**src/sv/crdg_pkg.sv**
```systemverilog
// ----------------------------------------------------------------------------
// Camera ray generator package
// Constants, payload types, register codes and coefficient helpers.
// ----------------------------------------------------------------------------
package crdg_pkg;

   localparam int MAX_DIM   = 4096;
   localparam int COEF_BITS = 16;
   localparam int FRAC_BITS = 11;
   localparam int DIM_W     = 13;
   localparam int NDC_W     = 29;
   localparam int MAG_W     = 30;
   localparam int LEN_W     = 31;
   localparam int IDX_W     = 24;
   localparam int DIR_W     = 16;
   localparam int SQRT_W    = 62;
   localparam int SQRT_STEPS = 31;
   localparam int QUO_W     = 15;

   typedef enum logic [2:0] {
      REG_PROJ0    = 3'd0,
      REG_PROJ1    = 3'd1,
      REG_PROJ2    = 3'd2,
      REG_PROJ3    = 3'd3,
      REG_VIEW0    = 3'd4,
      REG_VIEW1    = 3'd5,
      REG_VIEW2    = 3'd6,
      REG_VIEWPORT = 3'd7
   } csr_index_type;

   typedef struct packed {
      logic [11:0] pixel_x;
      logic [11:0] pixel_y;
   } req_type;

   typedef struct packed {
      logic signed [DIR_W-1:0] dir_x;
      logic signed [DIR_W-1:0] dir_y;
      logic signed [DIR_W-1:0] dir_z;
      logic [IDX_W-1:0]        buffer_index;
   } rsp_type;

   typedef struct packed {
      logic signed [NDC_W:0] u;
      logic signed [NDC_W:0] v;
      logic [IDX_W-1:0]      idx;
   } ndc_type;

   typedef struct packed {
      logic [2:0][MAG_W-1:0] mag;
      logic [2:0]            neg;
      logic                  zero;
      logic [IDX_W-1:0]      idx;
   } vec_type;

   typedef struct packed {
      vec_type           vec;
      logic [SQRT_W-1:0] sum;
   } proj_type;

   typedef struct packed {
      vec_type          vec;
      logic [LEN_W-1:0] len;
   } sqrt_type;

   typedef struct packed {
      logic [2:0][DIR_W-1:0] n;
      logic [IDX_W-1:0]      idx;
   } unit_type;

   function automatic logic signed [COEF_BITS-1:0] coef(input logic [63:0] row,
                                                       input int unsigned pos);
      return row[pos*COEF_BITS +: COEF_BITS];
   endfunction

endpackage

```
**src/sv/crdg_ndc.sv**
```systemverilog
// ----------------------------------------------------------------------------
// Pixel to device coordinates
// Computes (2p - d) * 2^16 / d for both axes with one quotient bit per stage,
// and the buffer index alongside.
// ----------------------------------------------------------------------------
module crdg_ndc (
   input  logic                       clock,
   input  logic                       reset,
   input  logic                       en,
   input  logic                       in_valid,
   input  crdg_pkg::req_type          in_data,
   input  logic [crdg_pkg::DIM_W-1:0] width,
   input  logic [crdg_pkg::DIM_W-1:0] height,
   output logic                       out_valid,
   output crdg_pkg::ndc_type          out_data
);
   import crdg_pkg::*;

   logic             vld_ff [0:NDC_W];
   logic [NDC_W-1:0] wu_ff  [0:NDC_W];
   logic [NDC_W-1:0] wv_ff  [0:NDC_W];
   logic [DIM_W-1:0] ru_ff  [0:NDC_W-1];
   logic [DIM_W-1:0] rv_ff  [0:NDC_W-1];
   logic             su_ff  [0:NDC_W];
   logic             sv_ff  [0:NDC_W];
   logic [IDX_W-1:0] idx_ff [0:NDC_W];

   logic [DIM_W-1:0] tx_in, ty_in, dx_in, dy_in;
   logic             sx_in, sy_in;
   logic [IDX_W:0]   idx_full;

   always_comb begin
      tx_in = {in_data.pixel_x, 1'b0};
      ty_in = {in_data.pixel_y, 1'b0};
      if (tx_in >= width) begin
         dx_in = tx_in - width;
         sx_in = 1'b0;
      end else begin
         dx_in = width - tx_in;
         sx_in = 1'b1;
      end
      if (ty_in >= height) begin
         dy_in = ty_in - height;
         sy_in = 1'b0;
      end else begin
         dy_in = height - ty_in;
         sy_in = 1'b1;
      end
      idx_full = (IDX_W+1)'(in_data.pixel_y) * (IDX_W+1)'(width)
               + (IDX_W+1)'(in_data.pixel_x);
   end

   always_ff @(posedge clock) begin
      if (reset) begin
         vld_ff[0] <= 1'b0;
      end else if (en) begin
         vld_ff[0] <= in_valid;
      end
   end

   always_ff @(posedge clock) begin
      if (en) begin
         wu_ff[0]  <= {dx_in, 16'b0};
         wv_ff[0]  <= {dy_in, 16'b0};
         ru_ff[0]  <= '0;
         rv_ff[0]  <= '0;
         su_ff[0]  <= sx_in;
         sv_ff[0]  <= sy_in;
         idx_ff[0] <= idx_full[IDX_W-1:0];
      end
   end

   for (genvar k = 0; k < NDC_W; k++) begin : g_step
      logic [DIM_W:0]   rnu_in, rnv_in;
      logic             qu_in, qv_in;
      logic [DIM_W-1:0] ru_in, rv_in;

      always_comb begin
         rnu_in = {ru_ff[k], wu_ff[k][NDC_W-1]};
         rnv_in = {rv_ff[k], wv_ff[k][NDC_W-1]};
         qu_in  = rnu_in >= {1'b0, width};
         qv_in  = rnv_in >= {1'b0, height};
         ru_in  = qu_in ? DIM_W'(rnu_in - {1'b0, width})  : rnu_in[DIM_W-1:0];
         rv_in  = qv_in ? DIM_W'(rnv_in - {1'b0, height}) : rnv_in[DIM_W-1:0];
      end

      always_ff @(posedge clock) begin
         if (reset) begin
            vld_ff[k+1] <= 1'b0;
         end else if (en) begin
            vld_ff[k+1] <= vld_ff[k];
         end
      end

      always_ff @(posedge clock) begin
         if (en) begin
            wu_ff[k+1]  <= {wu_ff[k][NDC_W-2:0], qu_in};
            wv_ff[k+1]  <= {wv_ff[k][NDC_W-2:0], qv_in};
            su_ff[k+1]  <= su_ff[k];
            sv_ff[k+1]  <= sv_ff[k];
            idx_ff[k+1] <= idx_ff[k];
         end
      end

      if (k < NDC_W-1) begin : g_rem
         always_ff @(posedge clock) begin
            if (en) begin
               ru_ff[k+1] <= ru_in;
               rv_ff[k+1] <= rv_in;
            end
         end
      end
   end

   always_comb begin
      out_valid    = vld_ff[NDC_W];
      out_data.u   = su_ff[NDC_W] ? -$signed({1'b0, wu_ff[NDC_W]})
                                  :  $signed({1'b0, wu_ff[NDC_W]});
      out_data.v   = sv_ff[NDC_W] ? -$signed({1'b0, wv_ff[NDC_W]})
                                  :  $signed({1'b0, wv_ff[NDC_W]});
      out_data.idx = idx_ff[NDC_W];
   end

endmodule

```
**config.mk**
```make
export PLATFORM = sky130hd
export DESIGN_NAME = crdg_ndc
export DESIGN_NICKNAME = d
export VERILOG_FILES = /design/src/sv/crdg_pkg.sv /design/src/sv/crdg_ndc.sv
export SDC_FILE = /design/constraint.sdc
export NUM_CORES = 2
export LEC_CHECK = 0
export BUFFER_PORTS_ARGS = -buffer_cell sky130_fd_sc_hd__buf_2
export CAP_MARGIN = 20
export CORE_ASPECT_RATIO = 1.25
export CORE_MARGIN = 2
export CORE_UTILIZATION = 40
export CTS_CLUSTER_SIZE = 16
export DETAILED_ROUTE_END_ITERATION = 8
export PLACE_DENSITY = 0.63
export SYNTH_ARGS = -nofsm -noshare
export SYNTH_HDL_FRONTEND = slang
export SYNTH_SLANG_ARGS = --single-unit
```
**constraint.sdc**
```tcl
create_clock -name clock -period 17.1 [get_ports clock]
set_input_delay 0.855 -clock clock [delete_from_list [all_inputs] [get_ports clock]]
set_output_delay 0.855 -clock clock [all_outputs]
set_load 0.01 [all_outputs]
```
After elaboration in Yosys (flattened, before gate mapping)
Memories as Yosys holds them, arrays and structs flattened.
Index checks and enable logic that the tools add are counted.
{"block": "totals", "ramBits": 3304, "output_inout_bits": 85, "register_bits": 0, "mem_count": 8, "inputBits": 54, "word_cells": 260}
{"block": "op_classes", "add_sub_neg": 63, "order_cmp": 60, "bitwise_logic": 30, "muxes": 98, "n_mul": 1}
{"name": "wu_ff", "depth": 30, "word_bits": 29, "read_ports": 30, "rd_ports_with_merged_regs": 0, "wr": 30, "line": "crdg_ndc.sv:20", "rtl": "logic [NDC_W-1:0] wu_ff [0:NDC_W];"}
{"name": "wv_ff", "depth": 30, "word_bits": 29, "read_ports": 30, "rd_ports_with_merged_regs": 0, "wr": 30, "line": "crdg_ndc.sv:21", "rtl": "logic [NDC_W-1:0] wv_ff [0:NDC_W];"}
{"name": "idx_ff", "depth": 30, "word_bits": 24, "read_ports": 30, "rd_ports_with_merged_regs": 0, "wr": 30, "line": "crdg_ndc.sv:26", "rtl": "logic [IDX_W-1:0] idx_ff [0:NDC_W];"}
{"name": "ru_ff", "depth": 29, "word_bits": 13, "read_ports": 29, "rd_ports_with_merged_regs": 0, "wr": 29, "line": "crdg_ndc.sv:22", "rtl": "logic [DIM_W-1:0] ru_ff [0:NDC_W-1];"}
{"name": "rv_ff", "depth": 29, "word_bits": 13, "read_ports": 29, "rd_ports_with_merged_regs": 0, "wr": 29, "line": "crdg_ndc.sv:23", "rtl": "logic [DIM_W-1:0] rv_ff [0:NDC_W-1];"}
{"name": "su_ff", "depth": 30, "word_bits": 1, "read_ports": 30, "rd_ports_with_merged_regs": 0, "wr": 30, "line": "crdg_ndc.sv:24", "rtl": "logic su_ff [0:NDC_W];"}
{"name": "+2 memories"}
{"cell": "$ge 14x13->1", "count": 58}
{"cell": "$sub 13x13->13", "count": 60}
{"cell": "$mux 13", "count": 58}
{"cell": "$mux 30", "count": 2}
{"cell": "$neg 29->30", "count": 2}
{"cell": "$mux 1", "count": 38}
{"cell": "$or 1x1->1", "count": 30}
{"cell": "$ge 13x13->1", "count": 2}
{"cell": "$add 24x12->24", "count": 1}
{"cell": "$mul 12x13->24", "count": 1}

Depth between registers and ports, before layout
{"block": "logic_depth", "ltp_word": 4, "depth_mapped": 22, "ltp_nobuf": 20}

Least setup slack after synthesis
Ideal clock, no wire load.
{"block": "synth_path", "kind": "input -> register", "start": "in width[9] (netlist bit)", "end": "mem idx_ff[0][17] (data pin)", "setup_time_ns": 0.260, "arrival_ns": 6.260, "path_stages": 20, "setup_slack_ns": 10.580, "required_time_ns": 16.840, "n_path_buf": 1, "path_cell_list": "clkbuf_1 inv_1 nor2_1 fa_1 inv_1 fa_1 inv_1 fa_1 fa_1 inv_1 fa_1 inv_1 ha_1 a2111oi_0 o21ai_0 a221oi_1 o21ai_0 a21o_1 a21oi_1 xnor2_1"}
{"element": "start, declared", "line": "crdg_ndc.sv:12", "rtl": "input logic [crdg_pkg::DIM_W-1:0] width,"}
{"element": "end, declared", "line": "crdg_ndc.sv:26"}

==> results.json <==
{
  "die-width_um": 502.3,
  "final_area_sq_um": 139100,
  "grt_pass1_vias": 73002,
  "vdd_drop_max_mv": 0.09201,
  "grt_pass1_wl_um": 405800,
  "cts_setup_buffers": 0,
  "syn_area_per_cell_sq_um": 13.90,
  "wl_met3_um": 10560,
  "grt_use_total_pct": 16.30,
  "clk_pin_slew_ns": 0.06,
  "hold_buffers": 0,
  "initial_core_util_pct": 40.22,
  "place_congestion": 0.8686,
  "cts_sinks": 2590,
  "ys_warn_count": 0,
  "vias": 71256,
  "rsz0062_at_grt": "false",
  "seqPwrFrac_pct": 39.3,
  "rrSetupSlack_ns": 13.28,
  "cts_root_buffer": "clkbuf_16",
  "met2_length_um": 130700,
  "p_switching_mw": 7.887,
  "outcome": "complete, no violations",
  "dp_slack_ns": 9.412,
  "crit_path_start": "width[8]",
  "core_area_sq_um": 308700,
  "synth_ff_type": "edfxtp_1",
  "synth_common_cells": "edfxtp_1 (2590), ha_1 (846), a21oi_1 (752), nor2_1 (583), inv_1 (475)",
  "antenna_found_initial": 14,
  "hp-class": "in -> reg",
  "drive_above_1_share_pct": 10.86,
  "slew_headroom_pct": 26.44,
  "leakagePower_nw": 52.56,
  "post_cts_resized": 0,
  "synth_area_sq_um": 124100,
  "dr.pass1.iters": 7,
  "fill_cells": 27350,
  "setup_viol": 0,
  "met1_length_um": 108500,
  "crit_fanout": 22,
  "routedWlPerCell_um": 19.20,
  "synthTopCellsByArea": "edfxtp_1 (63%), ha_1 (8.5%), a21oi_1 (3.0%)",
  "crit_path_end_kind": "flop",
  "cellPowerDensity_nw_per_um2": 175.0,
  "cts_tree": "yes",
  "drt-vias-per-instance": 5.251,
  "regToRegEndpoint": "ru_ff[3][55]",
  "nNetsFinal": 10297,
  "clk-insertion-delay-late_ns": 0.84,
  "htreeDepth": 5,
  "worstReg2RegStart": "ru_ff[3][40]",
  "fin_crit_sh_pct": 40.02,
  "finalWirelength_um": 260600,
  "finalSetupTns_ns": 0,
  "fmax_ghz": 0.1461,
  "die_area_sq_um": 314800,
  "swShare_pct": 32.40,
  "period_minus_slack_ns": 6.844,
  "yosysTopAreaCell": "edfxtp_1",
  "grt_max_degree": 206,
  "clockBufferDepth": 4,
  "dpl.cell_count": 13072,
  "reg2regPathDepth": 9,
  "hp-start": "in_valid",
  "synth_cell_types": 81,
  "route.antenna.remaining_nets": 0,
  "synth_top_area_share_pct": 62.65,
  "ios": 139,
  "setup_ws_ns": 10.26,
  "drv_cap": 0,
  "cp_data_arrival_time_ns": 7.42,
  "p_int_mw": 16.45,
  "path_class": "in -> reg",
  "cts_buffers": 280,
  "synth_cells": 8929,
  "critPathRequiredTime_ns": 17.67,
  "synth-async-reset-ratio_pct": 0,
  "yosysSeqAreaShare_pct": 62.65,
  "clock_skew_ns": 0.06651,
  "yosysMostFrequentCell": "edfxtp_1",
  "drc_errors": 0,
  "dp_hpwl_um": 173000,
  "cp-endpoint": "idx_ff[0][17]",
  "synth_nets": 10007,
  "synth_edf_count": 2590,
  "start_kind": "input pin",
  "clkPwrFrac_pct": 24.5,
  "drt_iter0_markers": 4763,
  "num_rows": 228,
  "top_layer": "met5",
  "finalHoldViolations": 0,
  "multi_input_area_sq_um": 43670,
  "port_buffers": 138,
  "area_growth_pct": 12.02,
  "placed_cell_area_sq_um": 129900,
  "max_slew.worst_pin.slew_ns": 1.103,
  "gr-total-overflow": 0,
  "die_h_um": 626.8,
  "slew_violations": 0,
  "instances_no_fill": 13570,
  "synth.ff_latch_count": 2590,
  "hold_path_depth": 2,
  "regArea_sq_um": 77770,
  "pwr-share-comb_pct": 36.2
}
-- logic make-up (layout without fill, tap and decap cells) --
| kind of cell | after synthesis | after routing | share of synthesized area [%] |
|---|---|---|---|
| compound gates | 1989 | 1989 | 10.05 |
| simple gates | 1711 | 1711 | 6.707 |
| other cells | 0 | 4 | 0 |
| fa+ha+maj | 1024 | 1024 | 11.40 |
| xor+xnor | 613 | 613 | 4.325 |
| buf+inv | 705 | 1202 | 2.211 |
| flops | 2590 | 2590 | 62.65 |
| mux | 297 | 297 | 2.661 |
-- power by group through the flow --
stage                     sequential (mW)  clock (mW)  combinational, mW
final                                9.55        5.97               8.82
after global routing                 9.69        6.42               9.87
after CTS                            9.57        6.18               8.81
after detailed placement             9.68           0               8.72
after global placement               9.66           0               8.46
after floorplan                      9.37           0               6.83
-- cells in the final DEF (no fill, tap or decap), types with 90 or more instances in the layout --
cell type / Yosys / layout
inv_1: 475 / 475
and2_1: 95 / 95
o21ai_0: 405 / 405
edfxtp_1: 2590 / 2590
a21o_1: 228 / 228
nor2b_1: 119 / 119
ha_1: 846 / 846
nor2_1: 583 / 583
nand3_1: 90 / 90
mux2_2: 264 / 264
fa_1: 178 / 178
xnor2_1: 394 / 394
xor2_1: 219 / 219
clkbuf_16: 0 / 291
buf_2: 1 / 137
nand2_1: 384 / 384
a21oi_1: 752 / 752
-- worst min-delay path by stage --
stage,endpoint,slack (ns)
after detailed placement,idx_ff[0][117],0.40
after floorplan,idx_ff[0][100],0.40
final,vld_ff[0][0],0.36
after global placement,wv_ff[1][194],0.40
after CTS,vld_ff[0][0],0.28
after global routing,vld_ff[0][0],0.32
-- routing by layer --
layer	vias up	track usage [%]
met1	35013	20.02
li1	34061	-
met4	8	6.630
met3	594	2.396
met2	1580	28.62
met5	-	0
-- worst max-delay path, cell delays in order --
cell       delay [ns]
buf_2            0.17
clkinv_1         0.06
buf_4            0.42
buf_4            0.47
nor2_1           0.13
fa_1             0.56
inv_1            0.05
fa_1             0.50
inv_1            0.05
fa_1             0.47
fa_1             0.50
inv_1            0.06
fa_1             0.54
inv_1            0.04
ha_1             0.36
a2111oi_0        0.37
o21ai_0          0.18
a221oi_1         0.80
o21ai_0          0.31
a21o_1           0.23
a21oi_1          0.17
xnor2_1          0.08
-- per-stage QoR --
stage	hold slack (ns)	utilization [%]	power (mW)
after global routing	0.3241	45.05	25.97
after floorplan	0.4003	-	16.20
after CTS	0.2835	45.02	24.55
after global placement	0.4003	42.08	18.12
final	0.3574	45.05	24.34
after detailed placement	0.4045	42.09	18.40
-- sequential cells by signal, summed over array words and instances, names as in the netlist --
register	count
idx_ff	720
sv_ff	30
wv_ff	526
rv_ff	364
vld_ff	30
wu_ff	526
ru_ff	364
su_ff	30
-- final cells by class --
class                   count  area share (%)
diodes                      4        0.007198
clock buffers             338           5.363
clock inverters           151           1.147
inverters                 484           1.306
multi-input cells        5634           31.40
flip-flops and latches   2590           55.93
well taps                4140           3.725
repair buffers            229           1.120
Power figures use the tool's default switching activity.
